<file path="src/sv/ppsb_pkg.sv">
// ----------------------------------------------------------------------------
// ppsb_pkg
// Shared constants and types of the parallel port to serial bridge.
// ----------------------------------------------------------------------------
package ppsb_pkg;

	localparam int FIFO_DEPTH = 1024;
	localparam int ADDR_W     = (FIFO_DEPTH > 1) ? $clog2(FIFO_DEPTH) : 1;
	localparam int LEVEL_W    = 10;
	localparam int TMO_W      = 16;
	localparam int BYTE_W     = 8;

	localparam logic [TMO_W-1:0]  TIMEOUT_RESET = 16'd100;
	localparam logic [BYTE_W-1:0] BYTE_IDLE     = 8'hFF;

	typedef struct packed {
		logic              strobe_n;
		logic              ack_n;
		logic [BYTE_W-1:0] port_data_in;
		logic              port_ninth_bit;
		logic              rx_valid;
		logic [BYTE_W-1:0] rx_byte;
		logic              tx_done;
		logic              timer_tick;
	} in_item_t;

	typedef struct packed {
		logic               busy_res;
		logic               data_ready_n;
		logic [BYTE_W-1:0]  port_data_out;
		logic               port_drive;
		logic               tx_start;
		logic [BYTE_W-1:0]  tx_byte;
		logic               tx_ninth_bit;
		logic               line_enable;
		logic               rx_overflow;
		logic [LEVEL_W-1:0] fifo_level;
	} out_item_t;

	typedef struct packed {
		logic              wr_en;
		logic [ADDR_W-1:0] wr_addr;
		logic [BYTE_W-1:0] wr_data;
		logic              rd_en;
		logic [ADDR_W-1:0] rd_addr;
	} mem_req_t;

endpackage

</file>
<file path="src/sv/ppsb_core.sv">
// ----------------------------------------------------------------------------
// ppsb_core
// Handshake sequencer, receive FIFO pointers and pin registers.
// ----------------------------------------------------------------------------
module ppsb_core (
	input  logic                         clk,
	input  logic                         arst_n,
	input  logic                         step,
	input  ppsb_pkg::in_item_t           item,
	input  logic                         cfg_we,
	input  logic [ppsb_pkg::TMO_W-1:0]   cfg_data,
	output ppsb_pkg::mem_req_t           mem_req,
	input  logic [ppsb_pkg::BYTE_W-1:0]  mem_rd_data,
	output ppsb_pkg::out_item_t          result
);
	import ppsb_pkg::*;

	typedef enum logic [2:0] {
		PH_IDLE    = 3'd0,
		PH_TXWAIT  = 3'd1,
		PH_STRWAIT = 3'd2,
		PH_ACK1    = 3'd3,
		PH_ACK2    = 3'd4,
		PH_ACK3    = 3'd5,
		PH_ACK4    = 3'd6
	} phase_t;

	localparam logic [ADDR_W-1:0] LAST_IDX = ADDR_W'(FIFO_DEPTH - 1);

	phase_t              phase_q, phase_d;
	logic [ADDR_W-1:0]   wr_idx_q, wr_idx_d;
	logic [ADDR_W-1:0]   rd_idx_q, rd_idx_d;
	logic [TMO_W-1:0]    wait_q, wait_d;
	logic [TMO_W-1:0]    timeout_q;
	logic [BYTE_W-1:0]   out_byte_q;
	logic                pop_s1;
	logic                busy_q, busy_d;
	logic                ready_q, ready_d;
	logic                drive_q, drive_d;
	logic                line_q, line_d;

	logic                tmo;
	logic                tick_inc;
	logic                pop;
	logic                start;
	logic                full;
	logic                ovf;
	logic                wr_en;
	logic [ADDR_W-1:0]   wr_next;
	logic [ADDR_W-1:0]   rd_next;
	logic [ADDR_W:0]     level_ext;
	logic [ADDR_W-1:0]   level;
	logic [BYTE_W-1:0]   out_byte;

	// read data lands in the cycle after the pop
	assign out_byte = pop_s1 ? mem_rd_data : out_byte_q;

	// timed wait: give up on a tick once the count has reached the limit
	assign tmo      = item.timer_tick && (wait_q >= timeout_q);
	assign tick_inc = item.timer_tick && !tmo;

	assign wr_next = (wr_idx_q == LAST_IDX) ? '0 : wr_idx_q + 1'b1;
	assign rd_next = (rd_idx_q == LAST_IDX) ? '0 : rd_idx_q + 1'b1;
	assign full    = (wr_next == rd_idx_q);
	assign ovf     = item.rx_valid && full;
	assign wr_en   = item.rx_valid && !full;

	always_comb begin
		phase_d  = phase_q;
		wait_d   = wait_q;
		busy_d   = busy_q;
		ready_d  = ready_q;
		drive_d  = drive_q;
		line_d   = line_q;
		rd_idx_d = rd_idx_q;
		pop      = 1'b0;
		start    = 1'b0;
		unique case (phase_q)
			PH_TXWAIT: begin
				if (item.tx_done) begin
					line_d  = 1'b0;
					wait_d  = '0;
					phase_d = PH_STRWAIT;
				end
			end
			PH_STRWAIT: begin
				if (item.strobe_n || tmo) begin
					busy_d  = 1'b0;
					phase_d = PH_IDLE;
				end else if (tick_inc) begin
					wait_d = wait_q + 1'b1;
				end
			end
			PH_ACK1: begin
				if (!item.ack_n || tmo) begin
					drive_d = 1'b1;
					ready_d = 1'b1;
					wait_d  = '0;
					phase_d = PH_ACK2;
				end else if (tick_inc) begin
					wait_d = wait_q + 1'b1;
				end
			end
			PH_ACK2: begin
				if (item.ack_n || tmo) begin
					drive_d = 1'b0;
					ready_d = 1'b0;
					phase_d = PH_ACK3;
				end else if (tick_inc) begin
					wait_d = wait_q + 1'b1;
				end
			end
			PH_ACK3: begin
				// no timeout on this wait
				if (!item.ack_n) begin
					ready_d = 1'b1;
					wait_d  = '0;
					phase_d = PH_ACK4;
				end
			end
			PH_ACK4: begin
				if (item.ack_n || tmo) begin
					phase_d = PH_IDLE;
				end else if (tick_inc) begin
					wait_d = wait_q + 1'b1;
				end
			end
			default: begin
				phase_d = PH_IDLE;
				if (!item.strobe_n) begin
					busy_d  = 1'b1;
					line_d  = 1'b1;
					start   = 1'b1;
					phase_d = PH_TXWAIT;
				end else if (wr_idx_q != rd_idx_q) begin
					pop      = 1'b1;
					rd_idx_d = rd_next;
					ready_d  = 1'b0;
					wait_d   = '0;
					phase_d  = PH_ACK1;
				end
			end
		endcase
		wr_idx_d = wr_en ? wr_next : wr_idx_q;
	end

	assign level_ext = (wr_idx_d >= rd_idx_d)
		? {1'b0, wr_idx_d} - {1'b0, rd_idx_d}
		: {1'b0, wr_idx_d} + (ADDR_W + 1)'(FIFO_DEPTH) - {1'b0, rd_idx_d};
	assign level = level_ext[ADDR_W-1:0];

	always_comb begin
		mem_req.wr_en   = step && wr_en;
		mem_req.wr_addr = wr_idx_q;
		mem_req.wr_data = item.rx_byte;
		mem_req.rd_en   = step && pop;
		mem_req.rd_addr = rd_idx_q;
	end

	always_comb begin
		result.busy_res      = busy_d;
		result.data_ready_n  = ready_d;
		result.port_data_out = drive_d ? out_byte : BYTE_IDLE;
		result.port_drive    = drive_d;
		result.tx_start      = start;
		result.tx_byte       = start ? item.port_data_in : '0;
		result.tx_ninth_bit  = start && item.port_ninth_bit;
		result.line_enable   = line_d;
		result.rx_overflow   = ovf;
		result.fifo_level    = LEVEL_W'(level);
	end

	always_ff @(posedge clk or negedge arst_n) begin
		if (!arst_n) begin
			phase_q    <= PH_IDLE;
			wr_idx_q   <= '0;
			rd_idx_q   <= '0;
			wait_q     <= '0;
			busy_q     <= 1'b0;
			ready_q    <= 1'b1;
			drive_q    <= 1'b0;
			line_q     <= 1'b0;
			pop_s1     <= 1'b0;
			out_byte_q <= BYTE_IDLE;
			timeout_q  <= TIMEOUT_RESET;
		end else begin
			pop_s1 <= mem_req.rd_en;
			if (pop_s1) begin
				out_byte_q <= mem_rd_data;
			end
			if (cfg_we) begin
				timeout_q <= cfg_data;
			end
			if (step) begin
				phase_q  <= phase_d;
				wr_idx_q <= wr_idx_d;
				rd_idx_q <= rd_idx_d;
				wait_q   <= wait_d;
				busy_q   <= busy_d;
				ready_q  <= ready_d;
				drive_q  <= drive_d;
				line_q   <= line_d;
			end
		end
	end

	// a pop never reads the slot being filled in the same beat
	a_no_rw_collision: assert property (@(posedge clk) disable iff (!arst_n)
		mem_req.wr_en && mem_req.rd_en |-> mem_req.wr_addr != mem_req.rd_addr)
		else $error("fifo read and write hit the same entry");

	a_pop_nonempty: assert property (@(posedge clk) disable iff (!arst_n)
		mem_req.rd_en |-> wr_idx_q != rd_idx_q)
		else $error("pop from an empty fifo");

	a_drive_in_ack2: assert property (@(posedge clk) disable iff (!arst_n)
		drive_q |-> phase_q == PH_ACK2)
		else $error("data pins driven outside the second ack wait");

	a_line_needs_busy: assert property (@(posedge clk) disable iff (!arst_n)
		line_q |-> busy_q)
		else $error("line driver on while not busy");

	a_pop_loads_byte: assert property (@(posedge clk) disable iff (!arst_n)
		mem_req.rd_en |=> pop_s1 && !drive_q)
		else $error("popped byte not captured");

endmodule

</file>
<file path="config.mk">
export PLATFORM = sky130hd
export DESIGN_NAME = ppsb_core
export DESIGN_NICKNAME = d
export VERILOG_FILES = /design/src/sv/ppsb_pkg.sv /design/src/sv/ppsb_core.sv
export SDC_FILE = /design/constraint.sdc
export NUM_CORES = 1
export LEC_CHECK = 0
export BUFFER_PORTS_ARGS = -buffer_cell sky130_fd_sc_hd__buf_4
export CAP_MARGIN = 20
export CORE_MARGIN = 2
export CORE_UTILIZATION = 35
export CTS_CLUSTER_DIAMETER = 200
export DETAILED_ROUTE_END_ITERATION = 10
export PLACE_DENSITY = 0.55
export SETUP_SLACK_MARGIN = 0.2
export SLEW_MARGIN = 5
export SYNTH_ARGS = -nofsm -noshare
export SYNTH_HDL_FRONTEND = slang
export SYNTH_SLANG_ARGS = --single-unit
</file>
<file path="constraint.sdc">
create_clock -name clk -period 4.79 [get_ports clk]
set_input_delay 0.479 -clock clk [delete_from_list [all_inputs] [get_ports clk]]
set_output_delay 0.479 -clock clk [all_outputs]
set_load 0.03 [all_outputs]
</file>
**Yosys cells after proc, flatten, opt, wreduce, memory -nomap -nowiden**

Index checks and enable logic that the tools add are counted.

- Register bits after elaboration: 68
- Input port bits: 50
- Output and inout bits: 63

- $add $sub $neg: 6
- Order comparisons: 2
- Equality and inequality tests: 18
- Muxes and demuxes: 48
- Reductions and logical operators: 22

Operator list:

| kind | number |
|---|---|
| 2-to-1 mux 16 bit | 8 |
| one-hot mux 16 bit (5 select lines) | 1 |
| 2-to-1 mux 10 bit | 7 |
| adder 10 x 1 -> 10 bit, second input constant | 3 |
| 2-to-1 mux 8 bit | 3 |
| equality test 10 bit, second input constant | 2 |
| subtractor 10 bit | 2 |
| 2-to-1 mux 3 bit | 6 |
| one-hot mux 3 bit (6 select lines) | 1 |
| adder 16 x 1 -> 16 bit, second input constant | 1 |
| greater-or-equal comparator 16 bit | 1 |
| 2-to-1 mux 1 bit | 16 |
| != test 2 bit, second input constant | 8 |
| AND reduction 7 bit | 2 |
| nonzero test 6 bit | 2 |
| equality test 10 bit | 1 |
| greater-or-equal comparator 10 bit | 1 |
| != test 10 bit | 1 |
| OR reduction 5 bit | 2 |
| equality test 3 bit, second input constant | 3 |
| logical AND 1 bit | 7 |
| equality test 3 x 2 -> 1 bit, second input constant | 2 |
| one-hot mux 1 bit (2 select lines) | 3 |
| OR reduction 6 bit | 1 |
| other kinds (7) | 12 |

**Depth between registers and ports, before layout**

Gate-level depths: netlist of run 1.

- Word-level depth: 9
- Depth in mapped cells: 21
- Depth with buffers taken out: 19

**Worst setup path before layout of run 1**

Ideal clock, no wire load.

- Kind: register to output
- Start point: reg wr_idx_q[1]
- End point: out result[6] in the netlist's numbering
- Data arrival time: 4.766 ns
- Data required time: 4.311 ns
- Path slack: -0.455 ns
- Stages on the path, launching flop included: 21
- Path buffers: 2
- Path through: dfrtp_1 ha_1 buf_2 inv_1 a211oi_2 xnor2_1 a221o_1 o41ai_4 clkbuf_1 nor3_1 a21oi_1 ha_1 inv_1 fa_1 nand2_1 nand2_1 nand2_1 nor2_1 a221o_1 or4b_1 nand4_1

RTL lines:

| what | line | text |
|---|---|---|
| from (decl) | ppsb_core.sv:31 | `logic [ADDR_W-1:0] wr_idx_q, wr_idx_d;` |
| from (signal assigned) | ppsb_core.sv:196 | `wr_idx_q <= wr_idx_d;` |
| to (decl) | ppsb_core.sv:14 | `output ppsb_pkg::out_item_t result` |

==> results of run 1 <==
-- per-stage QoR --
step,hold WS [ps],setup TNS (ps),total power [mW],setup WS (ps),util [%]
after floorplan,183,-8.70,2.29,-8.70,-
after global placement,485,0,2.89,105,42.3
after detailed placement,492,0,2.92,6.90,42.3
after CTS,312,-237,3.86,-122,46.8
after global routing,338,-739,4.30,-281,48.0
final,275,-209,4.03,-127,48.0
-- logic make-up (layout without fill, tap and decap cells) --
| logic type | after synthesis | in the layout | synth area share, % |
|---|---|---|---|
| flip-flops | 68 | 68 | 33.5 |
| multiplexers | 25 | 25 | 5.25 |
| AND/OR/NAND/NOR | 223 | 223 | 21.0 |
| XOR/XNOR | 47 | 47 | 8.04 |
| AO/OA/AOI/OAI | 134 | 134 | 17.0 |
| adder cells (fa/ha/maj) | 29 | 29 | 7.23 |
| buffers and inverters | 91 | 218 | 7.94 |
-- what timing repair did --
action                                  4_1_cts  5_1_grt
gates resized for setup                      31       29
endpoints found under the setup margin        6        6
setup buffers                                30        6
pin swaps                                     8       14
-- layout make-up --
type / instances / area (µm²)
fill: 1405 / 7500
multi-input combinational: 458 / 3240
sequential: 68 / 1730
timing repair buffer: 160 / 1250
clock buffer: 12 / 246
tap: 184 / 230
inverter: 42 / 160
clock inverter: 4 / 72.6
-- worst register-to-register path: cells and delay by family, from the launching register on --
family                   cells  cell delay, ps
AND/OR/NAND/NOR              4            1370
AO/OA/AOI/OAI                6             990
buffers and inverters        1              60
adder cells (fa/ha/maj)      1             270
flip-flops                   1             390
-- worst paths after layout --
path	to	slack, ps	cells past startpoint
worst max-delay path	result[6]	-130	20
worst min-delay path	rd_idx_q[3]	280	1
worst max register to register	wait_q[5]	1550	12
worst min register to register	ready_q	500	1
max in group asynchronous	wr_idx_q[9]	3860	1
min in group clk	timeout_q[14]	340	3
-- power by group --
group	switching (mW)	internal (mW)	total, mW
Clock	0.257	0.470	0.727
Sequential	0.127	0.729	0.856
Combinational	1.41	1.04	2.44
Total	1.79	2.24	4.03
-- registers in the layout (all words and copies together) (netlist names) --
signal / cells
rd_idx_q: 10
phase_q: 3
pop_s1: 1
line_q: 1
wr_idx_q: 10
busy_q: 1
wait_q: 16
ready_q: 1
drive_q: 1
out_byte_q: 8
timeout_q: 16
-- cells in the final DEF, fill, tap and decap left out, types with 4 or more instances in the layout --
cell,synthesis,layout
nand2b_1,5,5
nand4_1,12,12
buf_4,15,148
o31ai_1,4,4
or2_2,4,4
nand3_1,28,22
nor2_1,54,51
o21ai_0,43,41
buf_6,0,12
a31oi_1,10,10
o211ai_1,4,4
a21oi_1,26,24
mux2i_1,10,10
xnor2_1,26,23
ha_1,28,23
xor2_1,21,20
dfrtp_1,56,47
and3_1,6,5
ha_4,0,4
a21o_1,8,8
dfrtp_2,0,9
and2_1,13,13
inv_1,41,39
nor3_1,14,13
dfstp_2,12,12
mux2_2,15,14
clkbuf_16,0,9
nand2_1,65,61
nand3_2,0,5
-- layer usage --
layer	global-route usage [%]	wire length [µm]	up-vias
met1	24.2	6650	2311
met5	0	0	-
li1	-	-	2384
met3	3.47	639	29
met4	8.69	439	0
met2	32.2	7140	144
==> metrics.md, run 1 <==
| Metric | Value |
|---|---|
| Full die area | `15600 µm²` |
| Drt wl/cell | `16.0 µm` |
| Skew final | `7.40 ps` |
| Ys async rst share | `between 90% and 100%` |
| DR DRC count | `0` |
| Min setup slack post-route | `-127 ps` |
| I/O pin cnt | `113` |
| Relative slew slack | `37.4%` |
| Total track usage | `19.2%` |
| Vias in the first global route | `4808` |
| # Max-Cap Violations | `0` |
| Avg Inst Size Synth | `8.30 µm²` |
| Failing checks | `negative setup slack` |
| Max Slew Vio Count | `0` |
| CTS H-tree lvls | `3` |
| Clock edge transition at the registers on the reported setup and hold paths | `60 ps` |
| Unrepaired setup endpoints after global routing | `yes` |
| Routed wire length | `approximately 15000 µm` |
| Reg-to-reg critical path startpoint | `wait_q[0]` |
| DP Area | `6090 µm²` |
| Worst slew pin tran | `935 ps` |
| Largest net degree at the start of global routing | `69` |
| Maximum vdd drop | `slightly above 900 µV` |
| CTS Hold Buffers Added | `0` |
| Final period util | `103%` |
| Congestion Overflow GR | `0` |
| FF+latch count, synth | `68` |
| WP data required | `4310 ps` |
| EDFF count, synth | `0` |
| Most frequent cell after synthesis | `nand2_1` |
| CP top delay family | `compound AO/OA/AOI/OAI gates` |
| Setup crit end kind | `primary output` |
| Crit Path Category | `flop to primary output` |
| Hold Vio Cnt, Final | `0` |
| Width of the die | `between 100 and 150 µm` |
| Pwr dens | `582 nW/µm²` |
| Dpl cells | `876` |
| Final min period | `approximately 5000 ps` |
| DRT Pass-1 Iters | `5` |
| Mapped Area | `5120 µm²` |
| Cell area after layout | `6930 µm²` |
| Syn Inst Count | `slightly above 600` |
| Worst hold path class | `input pin to async pin` |
| Top FF cell, synth | `dfrtp_1` |
| Hpwl dp | `10800 µm` |
| Core footprint | `14400 µm²` |
| Initial antenna violation count | `0` |
| Max Root-Sink Buffers | `2` |
| YS warnings | `0` |
| Synth Net Count | `696` |
| CTS tree | `done` |
| Status | `finished with violations` |
| Critical path origin | `wr_idx_q[4]` |
| Clock tree root buffer cell | `clkbuf_16` |
| Nets | `818` |
| Number of buffers created by CTS | `9` |
| Seq/Total Area, Yosys | `33.5%` |
| Worst Path Buf+Inv | `4` |
| Global-route wire length before repair | `24200 µm` |
| Worst Setup Start Kind | `flop` |
| Cell breakdown of the critical path | `buf_4 > xor2_2 > xnor2_2 > a211oi_2 > nand4_1 > o41ai_4 > buf_6 > nor3_2 > a21oi_1 > ha_2 > inv_2 > fa_2 > nand2_2 > nand2_4 > nand2_2 > nor2_1 > a221o_1 > or4b_1 > nand4_1 > buf_6` |
| Synth cell types | `60` |
| Number of setup violations in the final report | `3` |
| Initial core utilization | `35.5%` |
| # port buffers | `96` |
| RePlAce Congestion | `around 0.86` |
| Antenna diode count | `0` |
| CP max stage cell | `or4b_1` |
| Cell Count, Final, Fillers Out | `928` |
| Drt first-iter violations | `between 300 and 400` |
| Synth area leader | `dfrtp_1` |
| Max Fanout on Critical Path | `5` |
| Top-area cell type share of the netlist area | `27.4%` |
| Die Y | `125 µm` |
| Area grow syn2layout | `35.3%` |
| Crit path DAT | `4440 ps` |
| Leak | `roughly 3.2 nW` |
| Clk_lat worst skew | `approximately 340 ps` |
| Largest cells by area after synthesis | `dfrtp_1 (27%), ha_1 (6.8%), dfstp_2 (6.2%)` |
| Share of cells above drive strength 1 | `34.9%` |
| Max Fclk | `203 MHz` |
| Final ANT Viol Nets | `0` |
| Row count | `44` |
| DR vias | `4868` |
| Via/cell ratio | `5.25` |
| Commonest cells post-synth | `nand2_1 (65), dfrtp_1 (56), nor2_1 (54), o21ai_0 (43), inv_1 (41)` |
| Delay of the slowest critical-path stage | `490 ps` |
| CTS sink cnt | `68` |
Note: power is estimated with default switching activity, not from simulation.
==> inputs of run 2 (changes only) <==
==> constraint.sdc (replaced) <==
create_clock -name clk -period 4.79 [get_ports clk]
set_input_delay 1.1975 -clock clk [delete_from_list [all_inputs] [get_ports clk]]
set_output_delay 1.1975 -clock clk [all_outputs]
set_load 0.03 [all_outputs]
==> run 2 against run 1 <==
- the flow still finishes with violations (negative setup slack)
- flip-flop and latch count stayed put
- cell area is 5.5% higher
- via count is 3.8% higher
- total power is 6.3% higher
==> metrics.md, run 2 (same netlist as run 1, synthesis figures left out) <==
| Metric | Value |
|---|---|
| Number of setup violations in the final report | `7 (+4)` |
| # port buffers | `96 (unchanged)` |
| Antenna diode count | `0 (unchanged)` |
| Fin util | `50.6% (+2.6 points)` |
| Max Root-Sink Buffers | `2 (unchanged)` |
| Reg2Reg Setup Slack | `1590 ps (+40 ps)` |
| Worst hold stages | `1` |
| Clock tree root buffer cell | `clkbuf_16` |
| Most frequent cells in the layout | `buf_4 (191), nand2_1 (62), nor2_1 (51)` |
| Int Pwr | `2.46 mW (+9.7%)` |
| Reg-to-reg critical path startpoint | `wait_q[0]` |
| CTS tree | `done` |
| Largest net degree at the start of global routing | `69 (unchanged)` |
| Final min period | `5500 ps (+583 ps)` |
| Pwr dens | `586 nW/µm² (+0.81%)` |
| Full die area | `15600 µm² (unchanged)` |
| Final ANT Viol Nets | `0 (unchanged)` |
| Via/cell ratio | `5.16 (-1.6%)` |
| HP Start | `ready_q` |
| Failing checks | `negative setup slack` |
| Hold Path End | `ready_q` |
| Worst R2R Path Depth | `12 (unchanged)` |
| Global-route wire length before repair | `24600 µm (+1.6%)` |
| Maximum vdd drop | `669 µV (-27%)` |
| CP max stage cell | `or4b_4` |
| WP data required | `3590 ps (-720 ps)` |
| Congestion Overflow GR | `0 (unchanged)` |
| Clock power frac | `17.0% (-1.0 points)` |
| Total design power | `4.28 mW (+6.3%)` |
| Most common cell after layout, fill and taps aside | `buf_4` |
| Status | `finished with violations` |
| Worst Setup Start Kind | `flop` |
| Clock edge transition at the registers on the reported setup and hold paths | `60 ps (about the same)` |
| Initial antenna violation count | `0 (unchanged)` |
| Share of cells above drive strength 1 | `38.7% (+3.8 points)` |
| CTS H-tree lvls | `3 (unchanged)` |
| Crit path DAT | `4300 ps (-140 ps)` |
| Nets | `869 (+6.2%)` |
| RePlAce Congestion | `0.931 (+7.9%)` |
| I/O pin cnt | `113 (unchanged)` |
| Row count | `44 (unchanged)` |
| Core footprint | `14400 µm² (unchanged)` |
| Hold_ws | `506 ps (+230 ps)` |
| Relative slew slack | `42.1% (+4.7 points)` |
| Clk_lat worst skew | `330 ps (about the same)` |
| Max Slew Vio Count | `0 (unchanged)` |
| Drt wl/cell | `15.5 µm (-3.4%)` |
| Register share of total power | `19.9% (-1.4 points)` |
| Max Fclk | `182 MHz (-11%)` |
| Hold Vio Cnt, Final | `0 (unchanged)` |
| Cell breakdown of the critical path | `ha_4 > buf_6 > nand4_1 > mux2_4 > nand4_1 > o41ai_4 > buf_4 > mux2_4 > buf_6 > fa_2 > nand2_2 > nand2_4 > nand2_1 > nor2_1 > a221o_1 > or4b_4 > nand4_1 > buf_6` |
| DR DRC count | `0 (unchanged)` |
| Vias in the first global route | `5041 (+4.8%)` |
| Worst slew pin tran | `869 ps (-66.3 ps)` |
| CTS sink cnt | `68 (unchanged)` |
| Number of buffers created by CTS | `9 (unchanged)` |
| Width of the die | `125 µm (unchanged)` |
| Die Y | `125 µm (unchanged)` |
| Min setup slack post-route | `-710 ps (-583 ps)` |
| Drt first-iter violations | `436 (+40%)` |
| DRT Pass-1 Iters | `5 (unchanged)` |
| Hpwl dp | `11500 µm (+6.6%)` |
| Setup crit end kind | `primary output` |
| Delay of the slowest critical-path stage | `480 ps (about the same)` |
| Total track usage | `19.4% (+0.21 points)` |
| Initial core utilization | `35.5% (unchanged)` |
| Psw | `1.83 mW (+2.1%)` |
| Crit Path Category | `flop to primary output` |
| CTS Hold Buffers Added | `0 (unchanged)` |
| DR vias | `5055 (+3.8%)` |
| Unrepaired setup endpoints after global routing | `yes` |
| Area grow syn2layout | `42.7%` |
| Largest regs | `timeout_q x16, wait_q x16` |
| Leak | `3.47 nW (+7.9%)` |
| Final period util | `115% (+12 points)` |
| Combinational power share | `63.1% (+2.4 points)` |
| Skew final | `9.28 ps (+1.88 ps)` |
| Worst hold path class | `flop to flop` |
| Sw frac | `42.7% (-1.8 points)` |
| Routed wire length | `15200 µm (+2.0%)` |
| RR Endpoint | `wait_q[11]` |
| Max Fanout on Critical Path | `7 (+2)` |
| # Max-Cap Violations | `0 (unchanged)` |
run 2: final cells by class:
type / instances / area, µm²
Fill cell: 1379 / 7120
Multi-Input combinational cell: 458 / 3200
Sequential cell: 68 / 1730
Timing Repair Buffer: 211 / 1660
Clock buffer: 10 / 239
Tap cell: 184 / 230
Inverter: 42 / 158
Clock inverter: 6 / 87.6
run 2: power groups by stage:
stage / Combinational, mW / Clock (mW) / Sequential (mW)
global route: 2.92 / 0.773 / 0.870
detailed placement: 2.32 / 0 / 0.855
finish: 2.70 / 0.730 / 0.852
floorplan: 1.41 / 0 / 0.891
global placement: 2.29 / 0 / 0.847
CTS: 2.59 / 0.746 / 0.847
run 2: worst max-delay path, delay by kind of cell (launching register included):
| family | cells | cell delay (ps) |
|---|---|---|
| adder cells (fa/ha/maj) | 2 | 570 |
| multiplexers | 2 | 550 |
| buffers and inverters | 4 | 550 |
| AND/OR/NAND/NOR | 8 | 1150 |
| AO/OA/AOI/OAI | 2 | 730 |
| flip-flops | 1 | 430 |
run 2: routing by layer:
layer | track usage, % | part of all wire [%] | vias up
met1 | 24.4 | 44 | 2417
met4 | 6.99 | 1.3 | 0
met2 | 34.0 | 50 | 141
li1 | - | - | 2484
met3 | 2.78 | 4.2 | 13
met5 | 0 | 0 | -
run 2: how the worst max path moves through the flow:
stage / start / to / slack (ps) / depth (start not counted)
6_report: wr_idx_q[1] / result[6] / -710 / 18
3_5_place_dp: wr_idx_q[2] / result[9] / -600 / 18
2_1_floorplan: wr_idx_q[3] / result[6] / -720 / 19
3_3_place_gp: item[21] / result[9] / -540 / 16
5_1_grt: wr_idx_q[1] / result[6] / -890 / 21
4_1_cts: wr_idx_q[0] / result[6] / -690 / 21
run 2: through the flow:
stage          cell area, µm²  setup TNS, ps  setup slack [ps]  cells
2_1_floorplan            5250          -2870              -720    617
5_1_grt                  7300          -4690              -890    979
3_5_place_dp             6620          -2350              -599    943
3_3_place_gp             6620          -2060              -537    943
4_1_cts                  7180          -3370              -693    975
6_report                 7300          -3130              -710    979
run 2: timing repair:
item,4_1_cts,5_1_grt
endpoints found under the setup margin,9,9
setup buffers,16,4
pin swaps,16,12
gates resized for setup,33,22
endpoints found under the hold margin,0,0
==> inputs of run 3 (changes only) <==
- RECOVER_POWER: default -> 50
- SKIP_CTS_REPAIR_TIMING: default -> 1
==> run 3 against run 2 <==
- the run ends with max-capacitance violations, max-slew violations, negative setup slack left
- worst hold slack hardly changed
- sequential share of layout area grew 0.55 points
- core utilization down 1.1 points
- total power down 5.4%
- routed wire length down 2.0%
- critical path type unchanged
- critical endpoint unchanged
- largest cell class unchanged
- highest routed layer unchanged
==> metrics.md, run 3 (same netlist as run 1, synthesis figures left out) <==
| Metric | Value |
|---|---|
| Status | `finished with violations` |
| Failing checks | `max-capacitance violations, max-slew violations, negative setup slack` |
| Final min period | `5550 ps (+50.2 ps)` |
| Vias in the first global route | `4989 (-1.0%)` |
| Core footprint | `14400 µm² (unchanged)` |
| Final ANT Viol Nets | `0 (unchanged)` |
| Hold Path End | `ready_q` |
| Congestion Overflow GR | `0 (unchanged)` |
| Clk_lat worst skew | `330 ps (about the same)` |
| Hold Vio Cnt, Final | `0 (unchanged)` |
| Global-route wire length before repair | `24200 µm (-1.9%)` |
| Max Fanout on Critical Path | `7 (unchanged)` |
| Max Fclk | `180 MHz (-0.90%)` |
| Dpl cells | `943 (unchanged)` |
| Dpl ws | `-599 ps (unchanged)` |
| Most common cell after layout, fill and taps aside | `buf_4` |
| Hpwl dp | `11500 µm (unchanged)` |
| Setup crit end kind | `primary output` |
| Number of buffers created by CTS | `9 (unchanged)` |
| Initial antenna violation count | `0 (unchanged)` |
| DRT Pass-1 Iters | `5 (unchanged)` |
| Worst Setup Start Kind | `flop` |
| Pwr dens | `568 nW/µm² (-3.2%)` |
| Min setup slack post-route | `-760 ps (-50.2 ps)` |
| Clock edge transition at the registers on the reported setup and hold paths | `60 ps (about the same)` |
| I/O pin cnt | `113 (unchanged)` |
| Skew final | `9.11 ps (-0.171 ps)` |
| Reg2Reg Setup Slack | `1590 ps (about the same)` |
| CTS H-tree lvls | `3 (unchanged)` |
| Relative slew slack | `-145% (-190 points)` |
| Cell Count, Final, Fillers Out | `970 (-0.92%)` |
| Met2 Use GR | `33.0% (-1.0 points)` |
| Clock tree root buffer cell | `clkbuf_16` |
| Crit Path Category | `flop to primary output` |
| DR vias | `4975 (-1.6%)` |
| Worst slew pin tran | `3670 ps (+2800 ps)` |
| Drt first-iter violations | `462 (+6.0%)` |
| Total design power | `4.05 mW (-5.4%)` |
| Area grow syn2layout | `39.4%` |
| Antenna diode count | `0 (unchanged)` |
| Row count | `44 (unchanged)` |
| Width of the die | `125 µm (unchanged)` |
| Unrepaired setup endpoints after global routing | `yes` |
| Maximum vdd drop | `858 µV (+28%)` |
| Worst hold path class | `flop to flop` |
| Max Root-Sink Buffers | `2 (unchanged)` |
| Full die area | `15600 µm² (unchanged)` |
| Met1 usage | `24.0% (-0.38 points)` |
| Die Y | `125 µm (unchanged)` |
| Max Slew Vio Count | `69 (+69)` |
| Largest net degree at the start of global routing | `69 (unchanged)` |
| RePlAce Congestion | `0.931 (unchanged)` |
| Most frequent cells in the layout | `buf_4 (180), nand2_1 (63), nor2_1 (50)` |
| # Max-Cap Violations | `1 (+1)` |
| DR DRC count | `0 (unchanged)` |
| Drt wl/cell | `15.3 µm (-1.1%)` |
| Routed wire length | `14900 µm (-2.0%)` |
| Number of setup violations in the final report | `6 (-1)` |
| Reg-to-reg critical path startpoint | `wait_q[0]` |
| Largest regs | `timeout_q x16, wait_q x16` |
| Final period util | `116% (+1.0 points)` |
| Nets | `860 (-1.0%)` |
| Crit path DAT | `4350 ps (+50 ps)` |
| CTS sink cnt | `68 (unchanged)` |
| RR Endpoint | `wait_q[11]` |
| Via/cell ratio | `5.13 (-0.67%)` |
| Total track usage | `19.0% (-0.37 points)` |
| Worst hold stages | `1 (unchanged)` |
| WP data required | `3590 ps (about the same)` |
| HP Start | `ready_q` |
| Gr busiest metal | `met2` |
| Met3 global-route usage | `2.82% (+0.043 points)` |
| Initial core utilization | `35.5% (unchanged)` |
| Share of cells above drive strength 1 | `37.2% (-1.6 points)` |
| Leak | `3.39 nW (-2.2%)` |
| Worst R2R Path Depth | `12 (unchanged)` |
| CTS tree | `done` |
| # port buffers | `96 (unchanged)` |
==> run 3: cell types whose count changed in the layout (fill, tap and decap cells not counted), moves of 2 or more <==
cell / before / now
buf_4: 191 / 180
clkbuf_4: 0 / 8
clkbuf_1: 0 / 4
a211oi_1: 2 / 4
buf_6: 20 / 10
==> run 3: area by class of cell <==
cell class                      instances  area [µm²]
Clock buffer                           10         239
Clock inverter                          6        87.6
Fill cell                            1392        7280
Inverter                               42         158
Multi-Input combinational cell        458        3160
Sequential cell                        68        1730
Tap cell                              184         230
Timing Repair Buffer                  202        1540
==> run 3: worst max path at each step <==
| stage | start | cells after the start | slack [ps] | end |
|---|---|---|---|---|
| global placement | item[21] | 16 | -540 | result[9] |
| CTS | wr_idx_q[4] | 18 | -980 | result[9] |
| finish | wr_idx_q[2] | 21 | -760 | result[6] |
| detailed placement | wr_idx_q[2] | 18 | -600 | result[9] |
| global route | wr_idx_q[6] | 20 | -920 | result[6] |
| floorplan | wr_idx_q[3] | 19 | -720 | result[6] |
==> run 3: power breakdown <==
part / internal, mW / leakage [nW] / switching [mW]
combinational: 1.10 / 2.41 / 1.38
clock: 0.470 / 0.162 / 0.258
sequential: 0.730 / 0.821 / 0.118
==> run 3: worst max-delay path, stage by stage (launching register included) <==
cell	delay [ps]
dfrtp_2	430
nand4_4	130
buf_6	160
or4_4	510
a21oi_2	170
a221o_1	190
o41ai_4	80
buf_6	140
buf_4	150
a21oi_2	120
ha_2	200
buf_6	90
inv_2	30
fa_2	340
nand2_2	80
nand2_2	70
nand2_1	70
nor2_1	40
a221o_1	300
or4b_1	480
nand4_1	100
buf_6	140
==> run 3: metrics by stage <==
step                      util (%)  hold slack (ps)  TNS (ps)  cell area [µm²]
after detailed placement      45.9              497     -2350             6620
after floorplan                  -              472     -2870             5250
after CTS                     48.2              506     -4640             6950
final                         49.5              506     -3160             7140
after global routing          49.5              515    -19280             7140
after global placement        45.9              484     -2060             6620
==> run 3: metal layers <==
metal,vias up,wire length [µm]
met1,2371,6590
met4,0,209
met3,13,624
met2,125,7440
met5,-,0
li1,2466,-
